[config.mk]
export PLATFORM = sky130hd
export DESIGN_NAME = mbd_front
export DESIGN_NICKNAME = d
export VERILOG_FILES = /design/src/rtl/mbd_pkg.sv /design/src/rtl/mbd_front.sv
export SDC_FILE = /design/constraint.sdc
export NUM_CORES = 1
export LEC_CHECK = 0
export ABC_AREA = 1
export BUFFER_PORTS_ARGS = -buffer_cell sky130_fd_sc_hd__buf_2
export CORE_ASPECT_RATIO = 0.9
export CORE_UTILIZATION = 37
export DETAILED_ROUTE_END_ITERATION = 10
export SLEW_MARGIN = 40
export SYNTH_ARGS = -nofsm -noshare
export SYNTH_HDL_FRONTEND = slang
export SYNTH_SLANG_ARGS = --single-unit
export TNS_END_PERCENT = 5
[constraint.sdc]
create_clock -name i_clk -period 4.05 [get_ports i_clk]
set_input_delay 0.81 -clock i_clk [delete_from_list [all_inputs] [get_ports i_clk]]
set_output_delay 0.81 -clock i_clk [all_outputs]
set_load 0.005 [all_outputs]
[src/rtl/mbd_pkg.sv]
// mbd_pkg: shared types, constants and channel helpers for the 2x2 mipmap downsampler
// no dependencies; used by mbd_front, mbd_back and the top level
`default_nettype none

package mbd_pkg;

    localparam int MAX_WIDTH_DEF = 4096;
    localparam int CMD_DEPTH     = 4;
    localparam int OUT_DEPTH     = 4;
    localparam int CFG_BITS      = 13;

    localparam logic [CFG_BITS-1:0] HEIGHT_LIMIT = 13'd4096;
    localparam logic [CFG_BITS-1:0] WIDTH_RESET  = 13'd2;
    localparam logic [CFG_BITS-1:0] HEIGHT_RESET = 13'd1;

    localparam logic FMT_RGB565 = 1'b0;
    localparam logic FMT_RGB888 = 1'b1;

    localparam logic [15:0] MASK_RED   = 16'hF800;
    localparam logic [15:0] MASK_GREEN = 16'h07E0;
    localparam logic [15:0] MASK_BLUE  = 16'h001F;

    typedef enum logic [1:0] {
        CMD_STORE,
        CMD_EMIT_PAIR,
        CMD_EMIT_BLOCK
    } t_cmd_kind;

    typedef struct packed {
        logic [7:0] red;
        logic [7:0] green;
        logic [7:0] blue;
    } t_rgb;

    typedef struct packed {
        logic [8:0] red;
        logic [8:0] green;
        logic [8:0] blue;
    } t_sums;

    typedef struct packed {
        t_cmd_kind kind;
        logic      fmt;
        logic      row_end;
        logic      image_end;
        t_sums     sums;
    } t_cmd;

    typedef struct packed {
        logic [23:0] pixel;
        logic        row_end;
        logic        image_end;
    } t_result;

    // unpack a pixel into three channels, zero extended to a byte
    function automatic t_rgb split_pixel(input logic [23:0] pix, input logic fmt);
        t_rgb        ch;
        logic [15:0] lo;
        lo = pix[15:0];
        if (fmt == FMT_RGB565) begin
            ch.blue  = {3'b000, 5'((lo & MASK_BLUE))};
            ch.green = {2'b00, 6'((lo & MASK_GREEN) >> 5)};
            ch.red   = {3'b000, 5'((lo & MASK_RED) >> 11)};
        end else begin
            ch.blue  = pix[7:0];
            ch.green = pix[15:8];
            ch.red   = pix[23:16];
        end
        return ch;
    endfunction

    // pack channels back, keeping only the bits of each field
    function automatic logic [23:0] join_pixel(input t_rgb ch, input logic fmt);
        logic [23:0] pix;
        if (fmt == FMT_RGB565) begin
            pix = {8'h00, ch.red[4:0], ch.green[5:0], ch.blue[4:0]};
        end else begin
            pix = {ch.red, ch.green, ch.blue};
        end
        return pix;
    endfunction

endpackage

`default_nettype wire

[src/rtl/mbd_front.sv]
// mbd_front: raster position tracking, pair summing and command classification
// depends on mbd_pkg
`default_nettype none

module mbd_front #(
    parameter int MAX_WIDTH = mbd_pkg::MAX_WIDTH_DEF
) (
    input  wire logic                                  i_clk,
    input  wire logic                                  i_rst_n,
    input  wire logic                                  i_accept,
    input  wire logic [23:0]                           i_pixel,
    input  wire logic                                  i_format,
    input  wire logic [mbd_pkg::CFG_BITS-1:0]          i_width,
    input  wire logic [mbd_pkg::CFG_BITS-1:0]          i_height,
    output logic                                       o_cmd_valid,
    output mbd_pkg::t_cmd                              o_cmd,
    output logic      [$clog2(MAX_WIDTH/2)-1:0]        o_cmd_addr
);

    localparam int HB = mbd_pkg::CFG_BITS;
    localparam int CW = $clog2(MAX_WIDTH);
    localparam int AW = $clog2(MAX_WIDTH / 2);
    localparam int WW = ($clog2(MAX_WIDTH + 1) > HB) ? $clog2(MAX_WIDTH + 1) : HB;
    localparam int RW = HB - 1;

    logic [CW-1:0] r_col;
    logic [RW-1:0] r_row;
    logic [23:0]   r_held;

    logic [WW-1:0] w_width, w_wext, w_dw, w_dcol;
    logic [HB-1:0] w_height, w_dh, w_rhalf;
    logic          w_col_last, w_row_last, w_in_cols, w_in_rows, w_last_dcol;
    mbd_pkg::t_rgb w_a, w_b;
    mbd_pkg::t_cmd w_cmd;
    logic          w_has_cmd;

    always_comb begin
        w_wext = WW'(i_width);
        if (i_width == '0) begin
            w_width = WW'(1);
        end else if (w_wext > WW'(MAX_WIDTH)) begin
            w_width = WW'(MAX_WIDTH);
        end else begin
            w_width = w_wext;
        end
        if (i_height == '0) begin
            w_height = HB'(1);
        end else if (i_height > mbd_pkg::HEIGHT_LIMIT) begin
            w_height = mbd_pkg::HEIGHT_LIMIT;
        end else begin
            w_height = i_height;
        end
    end

    assign w_dw        = w_width >> 1;
    assign w_dh        = w_height >> 1;
    assign w_dcol      = WW'(r_col >> 1);
    assign w_rhalf     = HB'(r_row >> 1);
    assign w_col_last  = (WW'(r_col) + 1'b1) >= w_width;
    assign w_row_last  = (HB'(r_row) + 1'b1) >= w_height;
    assign w_in_cols   = w_dcol < w_dw;
    assign w_in_rows   = w_rhalf < w_dh;
    assign w_last_dcol = (w_dcol == w_dw - 1'b1);

    assign w_a = mbd_pkg::split_pixel(r_held, i_format);
    assign w_b = mbd_pkg::split_pixel(i_pixel, i_format);

    always_comb begin
        w_cmd.fmt        = i_format;
        w_cmd.sums.red   = {1'b0, w_a.red} + {1'b0, w_b.red};
        w_cmd.sums.green = {1'b0, w_a.green} + {1'b0, w_b.green};
        w_cmd.sums.blue  = {1'b0, w_a.blue} + {1'b0, w_b.blue};
        w_cmd.row_end    = w_last_dcol;
        w_cmd.image_end  = 1'b0;
        w_cmd.kind       = mbd_pkg::CMD_STORE;
        w_has_cmd        = 1'b0;
        if (r_col[0] && w_in_cols) begin
            if (w_height == HB'(1)) begin
                // one-row image: horizontal means, rgb565 only
                w_cmd.kind      = mbd_pkg::CMD_EMIT_PAIR;
                w_cmd.image_end = w_last_dcol;
                w_has_cmd       = (i_format == mbd_pkg::FMT_RGB565);
            end else if (!r_row[0]) begin
                w_cmd.kind = mbd_pkg::CMD_STORE;
                w_has_cmd  = w_in_rows;
            end else begin
                w_cmd.kind      = mbd_pkg::CMD_EMIT_BLOCK;
                w_cmd.image_end = w_last_dcol && (w_rhalf == w_dh - 1'b1);
                w_has_cmd       = w_in_rows;
            end
        end
    end

    always_ff @(posedge i_clk) begin
        if (!i_rst_n) begin
            r_col  <= '0;
            r_row  <= '0;
            r_held <= '0;
        end else if (i_accept) begin
            if (!r_col[0]) begin
                r_held <= i_pixel;
            end
            if (w_col_last) begin
                r_col <= '0;
                r_row <= w_row_last ? '0 : r_row + 1'b1;
            end else begin
                r_col <= r_col + 1'b1;
            end
        end
    end

    assign o_cmd_valid = i_accept && w_has_cmd;
    assign o_cmd       = w_cmd;
    assign o_cmd_addr  = r_col[AW:1];

    a_cmd_odd_col: assert property (@(posedge i_clk) disable iff (!i_rst_n)
        o_cmd_valid |-> r_col[0])
        else $error("command issued on an even column");

    a_image_end_row_end: assert property (@(posedge i_clk) disable iff (!i_rst_n)
        (o_cmd_valid && o_cmd.image_end) |-> o_cmd.row_end)
        else $error("image end without row end");

endmodule

`default_nettype wire

Word level (Yosys, flattened, before mapping)
Cells that the tools add are included.

Input port bits: 54. Logic and storage cells: 46. Output and inout port bits: 44. Bits in writable memories: 0. Latch bits: 0. Memories: 0. ROM bits: 0. Register bits: 48.

Reduce and logical (&&, ||, !) cells: 7. Shifts and indexed selects: 0. Add/sub/neg operators: 9. Multipliers: 0. Divide/modulo/power cells: 0. Bitwise logic cells: 2. Multiplexer cells: 16. Eq/ne operators: 3. Magnitude comparators: 6.

Operators with widths (count): $mux 13 (4); $mux 24 (2); $add 8x8->9 (3); $add 12x1->13 const B (2); $eq 11x13->1 (2); $ge 13x13->1 (2); $gt 13x13->1 const B (2); $logic_not 13->1 (2); $sub 12x1->13 const B (2); $add 12x1->12 const B (2); $lt 11x12->1 (2); $mux 12 (2); $eq 13x1->1 const B (1); $mux 2 (3); $mux 1 (5); $reduce_and 2->1 (2); $logic_and 1x1->1 (3); $not 1->1 (2).

Longest topological paths before layout
Word-level depth: 9. Gate-level depth with buffers: 19. Mapped depth without buffers: 19.

Worst setup path before layout
Ideal clock, no wire load.

Kind: input port to output port. Start point: in i_format. End point: out o_cmd[26] (netlist name). Required time: 3.240 ns. Path buffers: 2. Arrival time: 2.865 ns. Setup slack: 0.375 ns. Stages on the path: 13. Cell sequence: clkbuf_1 -> clkbuf_1 -> nand2_1 -> o21ai_0 -> ha_1 -> inv_1 -> fa_1 -> o21ai_0 -> a21oi_1 -> nor2_1 -> nor2_1 -> o21ai_0 -> a21o_1.

RTL lines: start, declared (line mbd_front.sv:12) `input wire logic i_format,`; end, declared (line mbd_front.sv:16) `output mbd_pkg::t_cmd o_cmd,`.

Worst setup path in the final report
Start point: in i_height[9] (netlist name). End point: out o_cmd_valid.

Longest elaborated chain between the ends: 7. Elaborated cells between the ends (all ways): 9. Classes of those cells: 2 x order compare; 1 x eq/ne; 4 x mux; 2 x reduce/logical.

RTL lines: start, declared (line mbd_front.sv:14) `input wire logic [mbd_pkg::CFG_BITS-1:0] i_height,`; $gt 13x13->1 (line mbd_front.sv:48) `end else if (i_height > mbd_pkg::HEIGHT_LIMIT) begin`; $mux 13 (line mbd_front.sv:48); $mux 13 * (line mbd_front.sv:46) `if (i_height == '0) begin`; $lt 11x12->1 / $eq 13x1->1 (equally long branches) (line mbd_front.sv:62, mbd_front.sv:78); $mux 1 * (line mbd_front.sv:78) `if (w_height == HB'(1)) begin`; $mux 1 * (line mbd_front.sv:77) `if (r_col[0] && w_in_cols) begin`; $logic_and 1x1->1 * (line mbd_front.sv:112) `assign o_cmd_valid = i_accept && w_has_cmd;`; end, declared (line mbd_front.sv:15) `output logic o_cmd_valid,`.

Every way passes the cells marked *; elsewhere a longest branch is shown, timed or not.

==> reports/qor.csv <==
metric;value;unit
setup_viol_count_final;0;
firstDrtPassIters;8;
rsz0062_at_grt;no;
synth_top_cell_by_area;dfxtp_1;
hold_violations;0;
dp_hpwl;12000;µm
cts_tree;built;
yosysUniqueCellTypes;39;
drv_cap;0;
antenna_found_initial;0;
crit_arrival;3.02;ns
critical_path_buf_inv_count;4;
clk_latency;0.29;ns
syn_avg_cell_area;6.33;µm²
timing.fmax;0.261;GHz
slew_viol_final;0;
final_common_cell;nand2_1;
diodes;0;
r2r_end;r_row[6];
gp_congestion;0.868;
yosysSeqAreaShare;17.3;%
fin_nets;1096;
grt_max_degree;35;
viasPerCell;4.79;
worstSetupEndpointType;primary output;
leakagePower;3.41;nW
tns;0;ns
rows;42;
die_h;118;µm
cp.required;3.24;ns
start_kind;primary input;
critPathMaxStageDelay;0.44;ns
synthesis.area;5560;µm²
wl_per_cell;12.6;µm
fin_cells;1162;
grt_first_pass_wirelength;24400;µm
reg2reg_slack;0.60;ns
n_fill_cell;1618;
period_needed;3.83;ns
drc;1;
hold_path_end;r_held[19];
start_util;37.8;%
syn_inst;879;
drt.antenna.violating_nets;0;
tightest_slew;0.706;ns
slew_headroom;52.9;%
clk_pin_slew_worst_paths;0.07;ns
placement.io_buffers;97;
hold_class;reg2reg;
drive_above_1_share;14.4;%
clockBufferDepth;2;
violations;DRC;
drtIter0Drc;313;
whs_path_depth;2;
cts_root_buffer;clkbuf_16;
syn2layout_area_growth;14.7;%
first_global_vias;5131;
r2r_start;r_col[0];
synth_top_cell_area_share;17.3;%
die_x;131;µm
cts_sinks;48;
htreeDepth;2;
grt_usage;18.9;%
cp_slowest_cell;a2111o_1;
min_from;r_held[19];
ios;98;
mostFrequentLayoutCells;nand2_1 (186), inv_1 (119), nor2_1 (107), buf_2 (96), ha_1 (75);
finalClockSkew;0.00671;ns
die_area;15500;µm²
grt_remaining_overflow;0;
cpLargestDelayFamily;simple AND/OR/NAND/NOR gates;
ctsResizeCount;0;
path_cells;buf_2, inv_1, nand2_1, nor2_1, nand2_2, nand2_4, buf_4, nand2_1, ha_1, nand4_1, a2111o_1, o2111ai_1, a21oi_1, buf_2;
crit_type;in2out;
status;finished with violations;
synthTopCellsByArea;dfxtp_1 (17%), ha_1 (17%), nand2_1 (13%), inv_1 (8.0%), nor2_1 (7.3%);
critPathMaxFanout;14;
r2r_cells;19;
ys_ff_latch;48;
cts_hold_buf;0;
ys_warn_count;0;
post_cts_buffers;0;
ir_worst_vdd;0.000164;V
p_per_area;224;nW/µm²
syn_nets;1012;
cts_made_buffers;5;
dp.cells;1154;
fin_crit_sh;94.5;%
core_area;14700;µm²
via_count;5564;
wl;14700;µm
==> Yosys cell counts (all sizes together) <==
| cell type | number |
|---|---|
| and3 | 1 |
| o31ai | 2 |
| nand3 | 44 |
| nor3 | 10 |
| ha | 76 |
| nor4b | 1 |
| o2111ai | 1 |
| fa | 3 |
| nor4 | 2 |
| o21ai | 79 |
| mux2 | 4 |
| nand4 | 13 |
| o211ai | 1 |
| o21bai | 4 |
| dfxtp | 48 |
| nor2 | 109 |
| a22oi | 3 |
| a211oi | 5 |
| clkbuf | 20 |
| nand3b | 2 |
| a21o | 2 |
| a21oi | 68 |
| xnor2 | 6 |
| buf | 15 |
| nand2 | 193 |
| clkinv | 1 |
| a2111o | 1 |
| inv | 122 |
| xor2 | 39 |
| o41ai | 4 |
==> where the power goes <==
part           internal, W  switching [W]  total, W  leakage (nW)
Combinational     0.000206       0.000299  0.000505          2.95
Clock             0.000230       0.000184  0.000415        0.0671
Sequential        0.000494      0.0000156  0.000510         0.393
==> state kept, by name, summed over array words and instances, names as in the netlist <==
name    flops
r_held     24
r_col      12
r_row      12
==> worst reg2reg max path, stage by stage, from the launching register on <==
cell	delay [ns]
dfxtp_1	0.51
ha_1	0.26
nand2_1	0.07
nor3_1	0.14
inv_1	0.10
nor2_1	0.23
inv_1	0.09
o21ai_0	0.22
nand2_1	0.08
inv_1	0.08
ha_1	0.24
a21oi_1	0.15
o21ai_0	0.11
a21oi_1	0.13
nand3_1	0.12
nand2_1	0.09
inv_1	0.09
nor2_1	0.44
nand2_1	0.09
o41ai_1	0.09
==> worst max-delay path by stage <==
stage           startpoint           to  slack, ns  cells after the start
6_report       i_height[9]  o_cmd_valid       0.22                     14
5_1_grt         i_width[1]    o_cmd[27]      0.005                     19
3_5_place_dp    i_width[6]    o_cmd[27]       0.15                     19
3_3_place_gp    i_width[4]    o_cmd[27]       0.14                     19
2_1_floorplan     i_format    o_cmd[26]       0.37                     13
4_1_cts         i_width[6]    o_cmd[27]       0.15                     19
==> through the flow <==
stage                     worst slack (ns)  instance area [µm²]  utilization, %  hold slack, ns  total power (W)
after floorplan                      0.375                 5560               -           0.472         0.000841
after global placement               0.138                 6220            42.2           0.498          0.00102
after detailed placement             0.154                 6220            42.2           0.504          0.00102
after CTS                            0.146                 6360            43.2           0.526          0.00145
after global routing               0.00485                 6380            43.4           0.546          0.00153
final                                0.223                 6380            43.4           0.522          0.00143
==> cell type report <==
cell class	count	area, µm²	area share, %
inverter	123	462	7.24
sequential	48	961	15.1
multi-input combinational	673	3960	62.1
timing repair buffer	112	601	9.41
clock buffer	6	129	2.02
tap	198	248	3.88
clock inverter	2	16.3	0.255
==> per-layer routing <==
layer  share of wire [%]  global-route usage [%]  vias up
li1                    -                       -     3032
met1                  54                    27.8     2423
met2                  42                    29.6      103
met3                 4.0                    2.62        6
met4                0.46                    2.47        0
met5                   0                       0        -
==> kinds of logic after synthesis <==
group	Yosys count	synth area share, %
muxes	4	0.810
DFF	48	17.3
buffers and inverters	158	11.8
and+or+nand+nor	375	28.0
adders and majority gates	79	18.2
AOI/OAI and AO/OA	170	16.8
xor gates and xnor gates	45	7.09
(Power assumes the default switching activity.)
