==> config.mk <==
export PLATFORM = sky130hd
export DESIGN_NAME = mbd_queue
export DESIGN_NICKNAME = d
export VERILOG_FILES = /design/src/rtl/mbd_queue.sv
export SDC_FILE = /design/constraint.sdc
export NUM_CORES = 1
export LEC_CHECK = 0
export BUFFER_PORTS_ARGS = -buffer_cell sky130_fd_sc_hd__buf_2
export CORE_MARGIN = 2
export CORE_UTILIZATION = 55
export DETAILED_ROUTE_END_ITERATION = 8
export GPL_ROUTABILITY_DRIVEN = 0
export PLACE_DENSITY = 0.81
export SLEW_MARGIN = 15
export SYNTH_ARGS = -nofsm -noshare
export SYNTH_HDL_FRONTEND = slang
export SYNTH_SLANG_ARGS = --single-unit
==> constraint.sdc <==
create_clock -name i_clk -period 2.6 [get_ports i_clk]
set_clock_uncertainty 0.2 [all_clocks]
set_input_delay 0.13 -clock i_clk [delete_from_list [all_inputs] [get_ports i_clk]]
set_output_delay 0.13 -clock i_clk [all_outputs]
set_load 0.01 [all_outputs]
==> src/rtl/mbd_queue.sv <==
// mbd_queue: small first-in first-out buffer with occupancy count
// depends on nothing but its parameters
`default_nettype none

module mbd_queue #(
    parameter int WIDTH = 8,
    parameter int DEPTH = 4
) (
    input  wire logic                       i_clk,
    input  wire logic                       i_rst_n,
    input  wire logic                       i_push,
    input  wire logic [WIDTH-1:0]           i_data,
    input  wire logic                       i_pop,
    output logic      [WIDTH-1:0]           o_data,
    output logic                            o_full,
    output logic                            o_empty,
    output logic      [$clog2(DEPTH+1)-1:0] o_count
);

    localparam int PW = (DEPTH > 1) ? $clog2(DEPTH) : 1;
    localparam int CW = $clog2(DEPTH + 1);

    logic [WIDTH-1:0] r_store [DEPTH];
    logic [PW-1:0]    r_wr_ptr, r_rd_ptr;
    logic [CW-1:0]    r_count;
    logic             w_do_push, w_do_pop;

    assign w_do_push = i_push && (r_count != CW'(DEPTH));
    assign w_do_pop  = i_pop && (r_count != '0);

    always_ff @(posedge i_clk) begin
        if (!i_rst_n) begin
            r_wr_ptr <= '0;
            r_rd_ptr <= '0;
            r_count  <= '0;
        end else begin
            if (w_do_push) begin
                r_wr_ptr <= (r_wr_ptr == PW'(DEPTH - 1)) ? '0 : r_wr_ptr + 1'b1;
            end
            if (w_do_pop) begin
                r_rd_ptr <= (r_rd_ptr == PW'(DEPTH - 1)) ? '0 : r_rd_ptr + 1'b1;
            end
            if (w_do_push && !w_do_pop) begin
                r_count <= r_count + 1'b1;
            end else if (w_do_pop && !w_do_push) begin
                r_count <= r_count - 1'b1;
            end
        end
    end

    always_ff @(posedge i_clk) begin
        if (w_do_push) begin
            r_store[r_wr_ptr] <= i_data;
        end
    end

    assign o_data  = r_store[r_rd_ptr];
    assign o_full  = (r_count == CW'(DEPTH));
    assign o_empty = (r_count == '0);
    assign o_count = r_count;

endmodule

`default_nettype wire

### Yosys cells after proc, flatten, opt, wreduce, memory -nomap -nowiden

Memory sizes are Yosys's and may differ from the RTL's. A register that Yosys moved wholly into a read port is not among the register bits.
Cells that the tools add are included.

* memories: 1
* bits of input ports: 12
* memory bits (writable): 32
* output and inout port bits: 13
* register bits after elaboration: 7
* logic and storage cells: 29

Memories
* r_store: depth 4, bits a word 8, rd ports 1, clocked after Yosys merged registers in 1, wr ports 1, line 23 `logic [WIDTH-1:0] r_store [DEPTH];`

* $add $sub $neg: 4
* mux-type cells: 8
* eq/ne operators: 4
* reductions and logical operators: 9

Operators by type and width (count)
* $mux W2: 4
* $mux W3: 2
* $add A2 B1 Y2 const B: 2
* $eq A2 B2 Y1 const B: 2
* $logic_and A1 B1 Y1: 4
* $add A3 B1 Y3 const B: 1
* $eq A3 B3 Y1 const B: 1
* $logic_not A3 Y1: 1
* $ne A3 B3 Y1 const B: 1
* $reduce_bool A3 Y1: 1
* $sub A3 B1 Y3 const B: 1
* $logic_not A1 Y1: 2
* $mux W1: 2
* $reduce_bool A2 Y1: 1

### Logic depth before layout (Yosys ltp)

Gate-level depths: netlist of run 1.

* depth in word-level cells: 6
* gate-level depth with buffers: 9
* depth with buffers taken out: 8

### Worst setup path after synthesis of run 1

OpenSTA, ideal clock, no wires.

* path type: reg-to-reg
* from: register r_count[0], in the netlist o_count[0]
* to: register r_count[2], in the netlist o_count[2]
* arrival time: 2.067 ns
* required time: 2.324 ns
* setup slack: 0.257 ns
* path buffers: 0
* stages on the path, launching flop included: 8
* cells stage by stage: dfxtp_1 o31ai_1 ha_1 inv_1 fa_1 xor2_1 or3_1 a21boi_0

* cells in the longest elaborated chain, start to end: 5
* elaborated cells between the ends (all ways): 13
* those cells by class: add/sub (2); eq/ne (1); mux (2); reduce/logical (8)

Ends and longest elaborated chain
* start, declared: line 25 `logic [CW-1:0] r_count;`
* start signal, assigned: line 44 `r_count <= r_count + 1'b1;`
* start signal, assigned: line 46 `r_count <= r_count - 1'b1;`
* parallel branches: the longest is 5 deep, another holds $sub A3 B1 Y3

Parallel ways; which one is timed is not known. The select of a mux whose other input is x is not followed.
A chain may end at the register's enable or synchronous reset.

### Worst setup path after layout of run 1

Same ends and word-level chain as after synthesis.

==> metrics.csv, run 1 <==
stage,metric,value,unit
run_status,status,finished clean,
layout,fraction of final layout cells sized beyond drive strength 1,31.8,%
yosys,cell taking the most area after synthesis,edfxtp_1,
detailed_routing,Vias,898,
global_routing,pin count of the biggest net entering global routing,14,
yosys,Mapped Cells,93,
layout,final core occ,69.5,%
worst_setup_path,slowest CP cell,dfxtp_1,
yosys,number of distinct library cells after synthesis,23,
cts,CTS tree,built,
timing,worst-margin pin slew,526,ps
worst_setup_path,family with the most delay on the worst path,adder cells,
cts,Post-CTS Hold Buffers,9,
power_and_ir_drop,"Power, Total",1.65,mW
detailed_routing,vias per inst,5.51,
global_routing,global-route wire length before repair,4140,um
yosys,Yosys warning total,0,
worst_setup_path,Max stage delay on crit path,400,ps
cts,PostCTS Resize Cnt,0,
cts,clock transition at the registers of the reported paths,110,ps
placement,placed cell area,1790,sq um
cts,CTS Sinks,41,
yosys,mapped cell area,1630,sq um
timing,final slew viol count,0,
floorplan,FP Rows,19,
worst_setup_path,critical path capture point type,flip-flop,
timing,Setup TNS,0,ps
layout,Post-Layout Inst Area,1930,sq um
detailed_routing,Antenna Nets Post-Route,0,
worst_setup_path,CP required,2670,ps
floorplan,Ports,25,
timing,final hold vios,0,
timing,Tmin final,2340,ps
yosys,top-area cell type share of the netlist area,58.9,%
worst_setup_path,Buf/Inv on CP,1,
layout,# diodes,0,
power_and_ir_drop,Worst VDD drop,0.666,mV
yosys,syn_nets,112,
worst_setup_path,critical-path cell list,"o31ai_1, ha_1, inv_1, fa_1, xor2_1, or3_1, a21boi_0",
worst_setup_path,Worst EP arrival,2410,ps
cts,Post-CTS Setup Bufs,0,
cts,clk buf depth,2,
layout,Area growth syn-to-layout,18.5,%
min_path,worst hold-check path type,input port to flip-flop,
timing,hold slack,67.6,ps
global_routing,GRT Total Usage,17.3,%
timing,setup ws final,261,ps
detailed_routing,Iteration-0 DRC Markers,19,
cts,CTS root buffer,clkbuf_4,
placement,Cell Count Post-Placement,146,
timing,final cycle utilization of the critical path,90.0,%
power_and_ir_drop,Power per Cell Area,853,nW/um^2
floorplan,die height,58.4,um
cts,H-tree depth,2,
detailed_routing,1st-pass router iterations,2,
layout,Reg area,1140,sq um
global_routing,initial antenna violation count,0,
layout,Multi-input gate area,460,sq um
run,Max-Cap Viols,0,
detailed_routing,"wirelength, routed",2510,um
layout,Fillers,183,
cts,Clock Latency Late Sink,330,ps
detailed_routing,# DRC,0,
floorplan,Die X,58.4,um
placement,IO Port Bufs,24,
floorplan,Core Box Area,2780,sq um
worst_setup_path,crit-path max FO,6,
timing,final setup violation count,0,
timing,f_max,428,MHz
timing,Slew HR,64.9,%
global_routing,grt ovf,0,
layout,Non-Filler Instances,163,
layout,Layout Nets,150,
worst_setup_path,Setup Crit Path Kind,flip-flop to flip-flop,
placement,DP Wirelength,1660,um
placement,Place WS,245,ps
cts,total CTS buffers,5,
yosys,Synth area leaders,"edfxtp_1 (59%), dfxtp_1 (11%), mux4_2 (11%), ha_1 (4.6%), and2_1 (1.9%)",
timing,RSZ-0062 raised after global routing,false,
yosys,"Seq/Total Area, Yosys",70.0,%
yosys,Seq cells post-synth,41,
power_and_ir_drop,leakage,0.726,nW
detailed_routing,WL per Instance,15.4,um
global_routing,via count of the first global-routing pass,927,
worst_setup_path,Critical Path Source Type,flip-flop,
floorplan,starting density of the core,58.6,%
floorplan,Die ar.,3420,sq um
yosys,syn avg cell area,17.5,sq um
worst paths after layout:
path / startpoint / end / slack (ps) / cells past startpoint
min: i_pop / r_rd_ptr[1] / 70 / 4
max reg2reg: o_count[0] / o_count[2] / 260 / 7
min reg2reg: r_wr_ptr[1] / r_wr_ptr[1] / 320 / 2
max: o_count[0] / o_count[2] / 260 / 7
layout by cell type, fill, tap and decap left out, drive strengths merged, types with 2 or more instances in the layout:
cell type and count:
dfxtp 9, clkbuf 5, o21ai 3, mux4 8, clkinv 3, and2 5, edfxtp 32, mux2i 3
nor2b 2, nor2 2, nand3 2, buf 26, nand2 6, dlygate4sd3 9, inv 3, ha 6
registers in the layout, indices dropped and copies added (netlist names), named ones only:
| register | flops |
|---|---|
| r_rd_ptr | 2 |
| r_store | 32 |
| o_count | 3 |
| r_wr_ptr | 2 |
metal layers:
layer / vias to the layer above / global-route usage [%] / share of wire (%)
li1: 426 / - / -
met2: 21 / 30.3 / 51
met3: 7 / 4.18 / 4.5
met5: - / 0 / 0
met1: 444 / 18.4 / 42
met4: 0 / 11.3 / 2.4
worst reg2reg max path, stage by stage, from the launching register on:
cell and delay (ps):
dfxtp_1 400, o31ai_1 330, ha_1 250, inv_1 60, fa_1 390, xor2_1 160
or3_1 310, a21boi_0 170
power breakdown:
part | switching [mW] | internal [mW] | total (mW)
Clock | 0.193 | 0.102 | 0.295
Combinational | 0.208 | 0.250 | 0.458
Sequential | 0.0887 | 0.806 | 0.895
Total | 0.489 | 1.16 | 1.65
Yosys cell counts:
cell type  instances
a21boi_0           1
and2_1             5
buf_1              1
buf_2              2
clkbuf_1           1
dfxtp_1            9
edfxtp_1          32
fa_1               1
ha_1               6
inv_1              3
mux2i_1            3
mux4_2             8
nand2_1            6
nand3_1            2
nor2_1             2
nor2b_1            2
nor3_1             1
nor3b_2            1
o21ai_0            3
o31ai_1            1
or3_1              1
xnor2_1            1
xor2_1             1
cells by family (layout without fill, tap and decap cells):
kind of cell | Yosys count | in the layout | share of synthesized area, %
adders and majority gates | 7 | 7 | 5.83
and+or+nand+nor | 20 | 20 | 6.60
DFF | 41 | 41 | 70.0
muxes | 11 | 11 | 12.9
buffers and inverters | 7 | 46 | 1.76
AOI/OAI and AO/OA | 5 | 5 | 1.84
xor gates and xnor gates | 2 | 2 | 1.07
cell type report:
| class | instances | area share [%] |
|---|---|---|
| multi-input combinational | 45 | 23.8 |
| clock buffer | 5 | 1.94 |
| timing repair buffer | 35 | 11.7 |
| clock inverter | 3 | 0.907 |
| sequential | 41 | 59.1 |
| tap | 31 | 2.01 |
| inverter | 3 | 0.583 |
(Power assumes the default switching activity.)
==> inputs of run 2 (changes only) <==
Settings changed: CORE_UTILIZATION 55 to 59, PLACE_DENSITY 0.81 to 0.85, REMOVE_ABC_BUFFERS from default to 1.
Clock period 2.6 ns to 2.8 ns, I/O delays scaled along.
==> metrics.csv, run 2 (synthesis gave the netlist of run 1 again) <==
stage,metric,value,unit,change
layout,"leading cell type in the layout, fill and taps excluded",edfxtp_1,,unchanged
min_path,worst hold-check path type,input port to flip-flop,,unchanged
layout,Layout Nets,150,,unchanged
timing,RSZ-0062 raised after global routing,false,,unchanged
worst_setup_path,r2r startpoint,o_count[0],,unchanged
worst_setup_path,CP required,2880,ps,was 2670 ps
cts,CTS Sinks,41,,unchanged
power_and_ir_drop,Power per Cell Area,832,nW/um^2,was 853 nW/um^2
timing,final slew viol count,0,,unchanged
detailed_routing,Antenna Nets Post-Route,0,,unchanged
global_routing,global-route wire length before repair,4400,um,was 4140 um
cts,clk buf depth,2,,unchanged
detailed_routing,"wirelength, routed",2700,um,was 2510 um
placement,DP Wirelength,1790,um,was 1660 um
power_and_ir_drop,"Power, Total",1.63,mW,was 1.65 mW
layout,Area growth syn-to-layout,20.0,%,was 18.5%
worst_setup_path,R2R Setup Slk,390,ps,was 260 ps
cts,Clock Latency Late Sink,340,ps,was 330 ps
global_routing,GRT met3 Usage,7.60,%,was 4.18%
worst_setup_path,CP Launch Point,o_count[0],,unchanged
worst_setup_path,crit-path max FO,7,,was 6
floorplan,FP Rows,19,,unchanged
run_status,status,finished clean,,unchanged
cts,Post-CTS Setup Bufs,0,,unchanged
cts,total CTS buffers,5,,unchanged
detailed_routing,Vias,897,,was 898
placement,IO Port Bufs,24,,unchanged
layout,# diodes,0,,unchanged
layout,fraction of final layout cells sized beyond drive strength 1,31.8,%,unchanged
layout,Non-Filler Instances,163,,unchanged
floorplan,Die ar.,3200,sq um,was 3420 sq um
layout,most frequent cells in the layout,"edfxtp_1 (32), buf_2 (24), dfxtp_1 (9), dlygate4sd3_1 (9), mux4_2 (8)",,unchanged
cts,H-tree depth,2,,unchanged
timing,final setup violation count,0,,unchanged
global_routing,met2 usage,31.2,%,was 30.3%
layout,Top reg by flops,r_store,,unchanged
timing,Slew HR,64.2,%,was 64.9%
timing,Tmin final,2410,ps,was 2340 ps
worst_setup_path,CP endpoint,o_count[2],,unchanged
floorplan,die height,56.6,um,was 58.4 um
layout,final core occ,72.8,%,was 69.5%
cts,CTS root buffer,clkbuf_4,,unchanged
detailed_routing,1st-pass router iterations,4,,was 2
placement,Cell Count Post-Placement,146,,unchanged
worst_setup_path,R2R cell count,9,,was 7
floorplan,starting density of the core,60.7,%,was 58.6%
floorplan,Ports,25,,unchanged
worst_setup_path,Worst EP arrival,2490,ps,was 2410 ps
detailed_routing,# DRC,0,,unchanged
worst_setup_path,Critical Path Source Type,flip-flop,,unchanged
detailed_routing,WL per Instance,16.6,um,was 15.4 um
power_and_ir_drop,leakage,0.737,nW,was 0.726 nW
timing,f_max,415,MHz,was 428 MHz
floorplan,Core Box Area,2690,sq um,was 2780 sq um
timing,worst-margin pin slew,537,ps,was 526 ps
floorplan,Die X,56.6,um,was 58.4 um
run,Max-Cap Viols,0,,unchanged
cts,CTS tree,built,,unchanged
global_routing,GRT Total Usage,19.5,%,was 17.3%
worst_setup_path,critical path capture point type,flip-flop,,unchanged
timing,Setup TNS,0,ps,unchanged
global_routing,initial antenna violation count,0,,unchanged
global_routing,met1 Resource Use GR,23.5,%,was 18.4%
min_path,Hold Path Stages,4,,unchanged
global_routing,via count of the first global-routing pass,941,,was 927
layout,Largest register FFs,32,,unchanged
global_routing,grt ovf,0,,unchanged
global_routing,pin count of the biggest net entering global routing,13,,was 14
power_and_ir_drop,Worst VDD drop,0.695,mV,was 0.666 mV
cts,clock transition at the registers of the reported paths,110,ps,about the same
global_routing,gr busiest metal,met2,,unchanged
detailed_routing,vias per inst,5.50,,was 5.51
worst_setup_path,Setup Crit Path Kind,flip-flop to flip-flop,,unchanged
timing,final cycle utilization of the critical path,86.0,%,was 90.0%
detailed_routing,Iteration-0 DRC Markers,25,,was 19
worst_setup_path,worst r2r dst,o_count[2],,unchanged
timing,final hold vios,0,,unchanged
run 2: cell types whose count changed in the layout (fill, tap and decap cells not counted), sizes merged:
cell / before / now
clkbuf: 5 / 8
clkinv: 3 / 0
run 2: cell type report:
class | count | area [sq um]
clock buffers | 8 | 80.1
multi-input cells | 45 | 460
inverters | 3 | 11.3
well taps | 31 | 38.8
fillers | 178 | 729
flip-flops and latches | 41 | 1140
repair buffers | 35 | 225
run 2: metal layers:
metal	vias up	routed length, um
met4	0	34
met5	-	0
met2	23	1400
met1	444	1120
li1	426	-
met3	4	138
run 2: worst min path at each step:
stage | startpoint | to | slack (ps)
finish | i_push | r_wr_ptr[1] | 50
global route | i_push | r_wr_ptr[0] | 60
CTS | i_push | r_wr_ptr[1] | 30
detailed placement | i_data[4] | r_store[3][4] | 160
global placement | i_data[4] | r_store[0][4] | 150
floorplan | i_data[0] | r_store[0][0] | 40
run 2: repair_timing:
item | in CTS | in global routing
hold endpoints to repair | 41 | 0
hold buffers | 9 | 0
resized for setup | 0 | 0
run 2: critical path, cell delays in order, from the launching register on:
cell      delay, ps
dfxtp_1         500
nor3b_2          90
nor2b_1         110
buf_4           150
ha_1            200
inv_1            70
fa_1            380
xor2_1          170
or3_1           310
a21boi_0        170
run 2: per-stage QoR:
step	worst slack, ps	cell area [sq um]	hold slack (ps)
global route	259	1960	56.0
detailed placement	430	1790	156
CTS	391	1960	33.5
global placement	568	1790	150
finish	393	1960	45.8
floorplan	375	1610	38.9
run 2: power breakdown:
part,leakage (nW),switching [mW],total (mW),internal [mW]
Sequential,0.367,0.0851,0.833,0.748
Combinational,0.326,0.206,0.441,0.235
Clock,0.0437,0.177,0.355,0.177
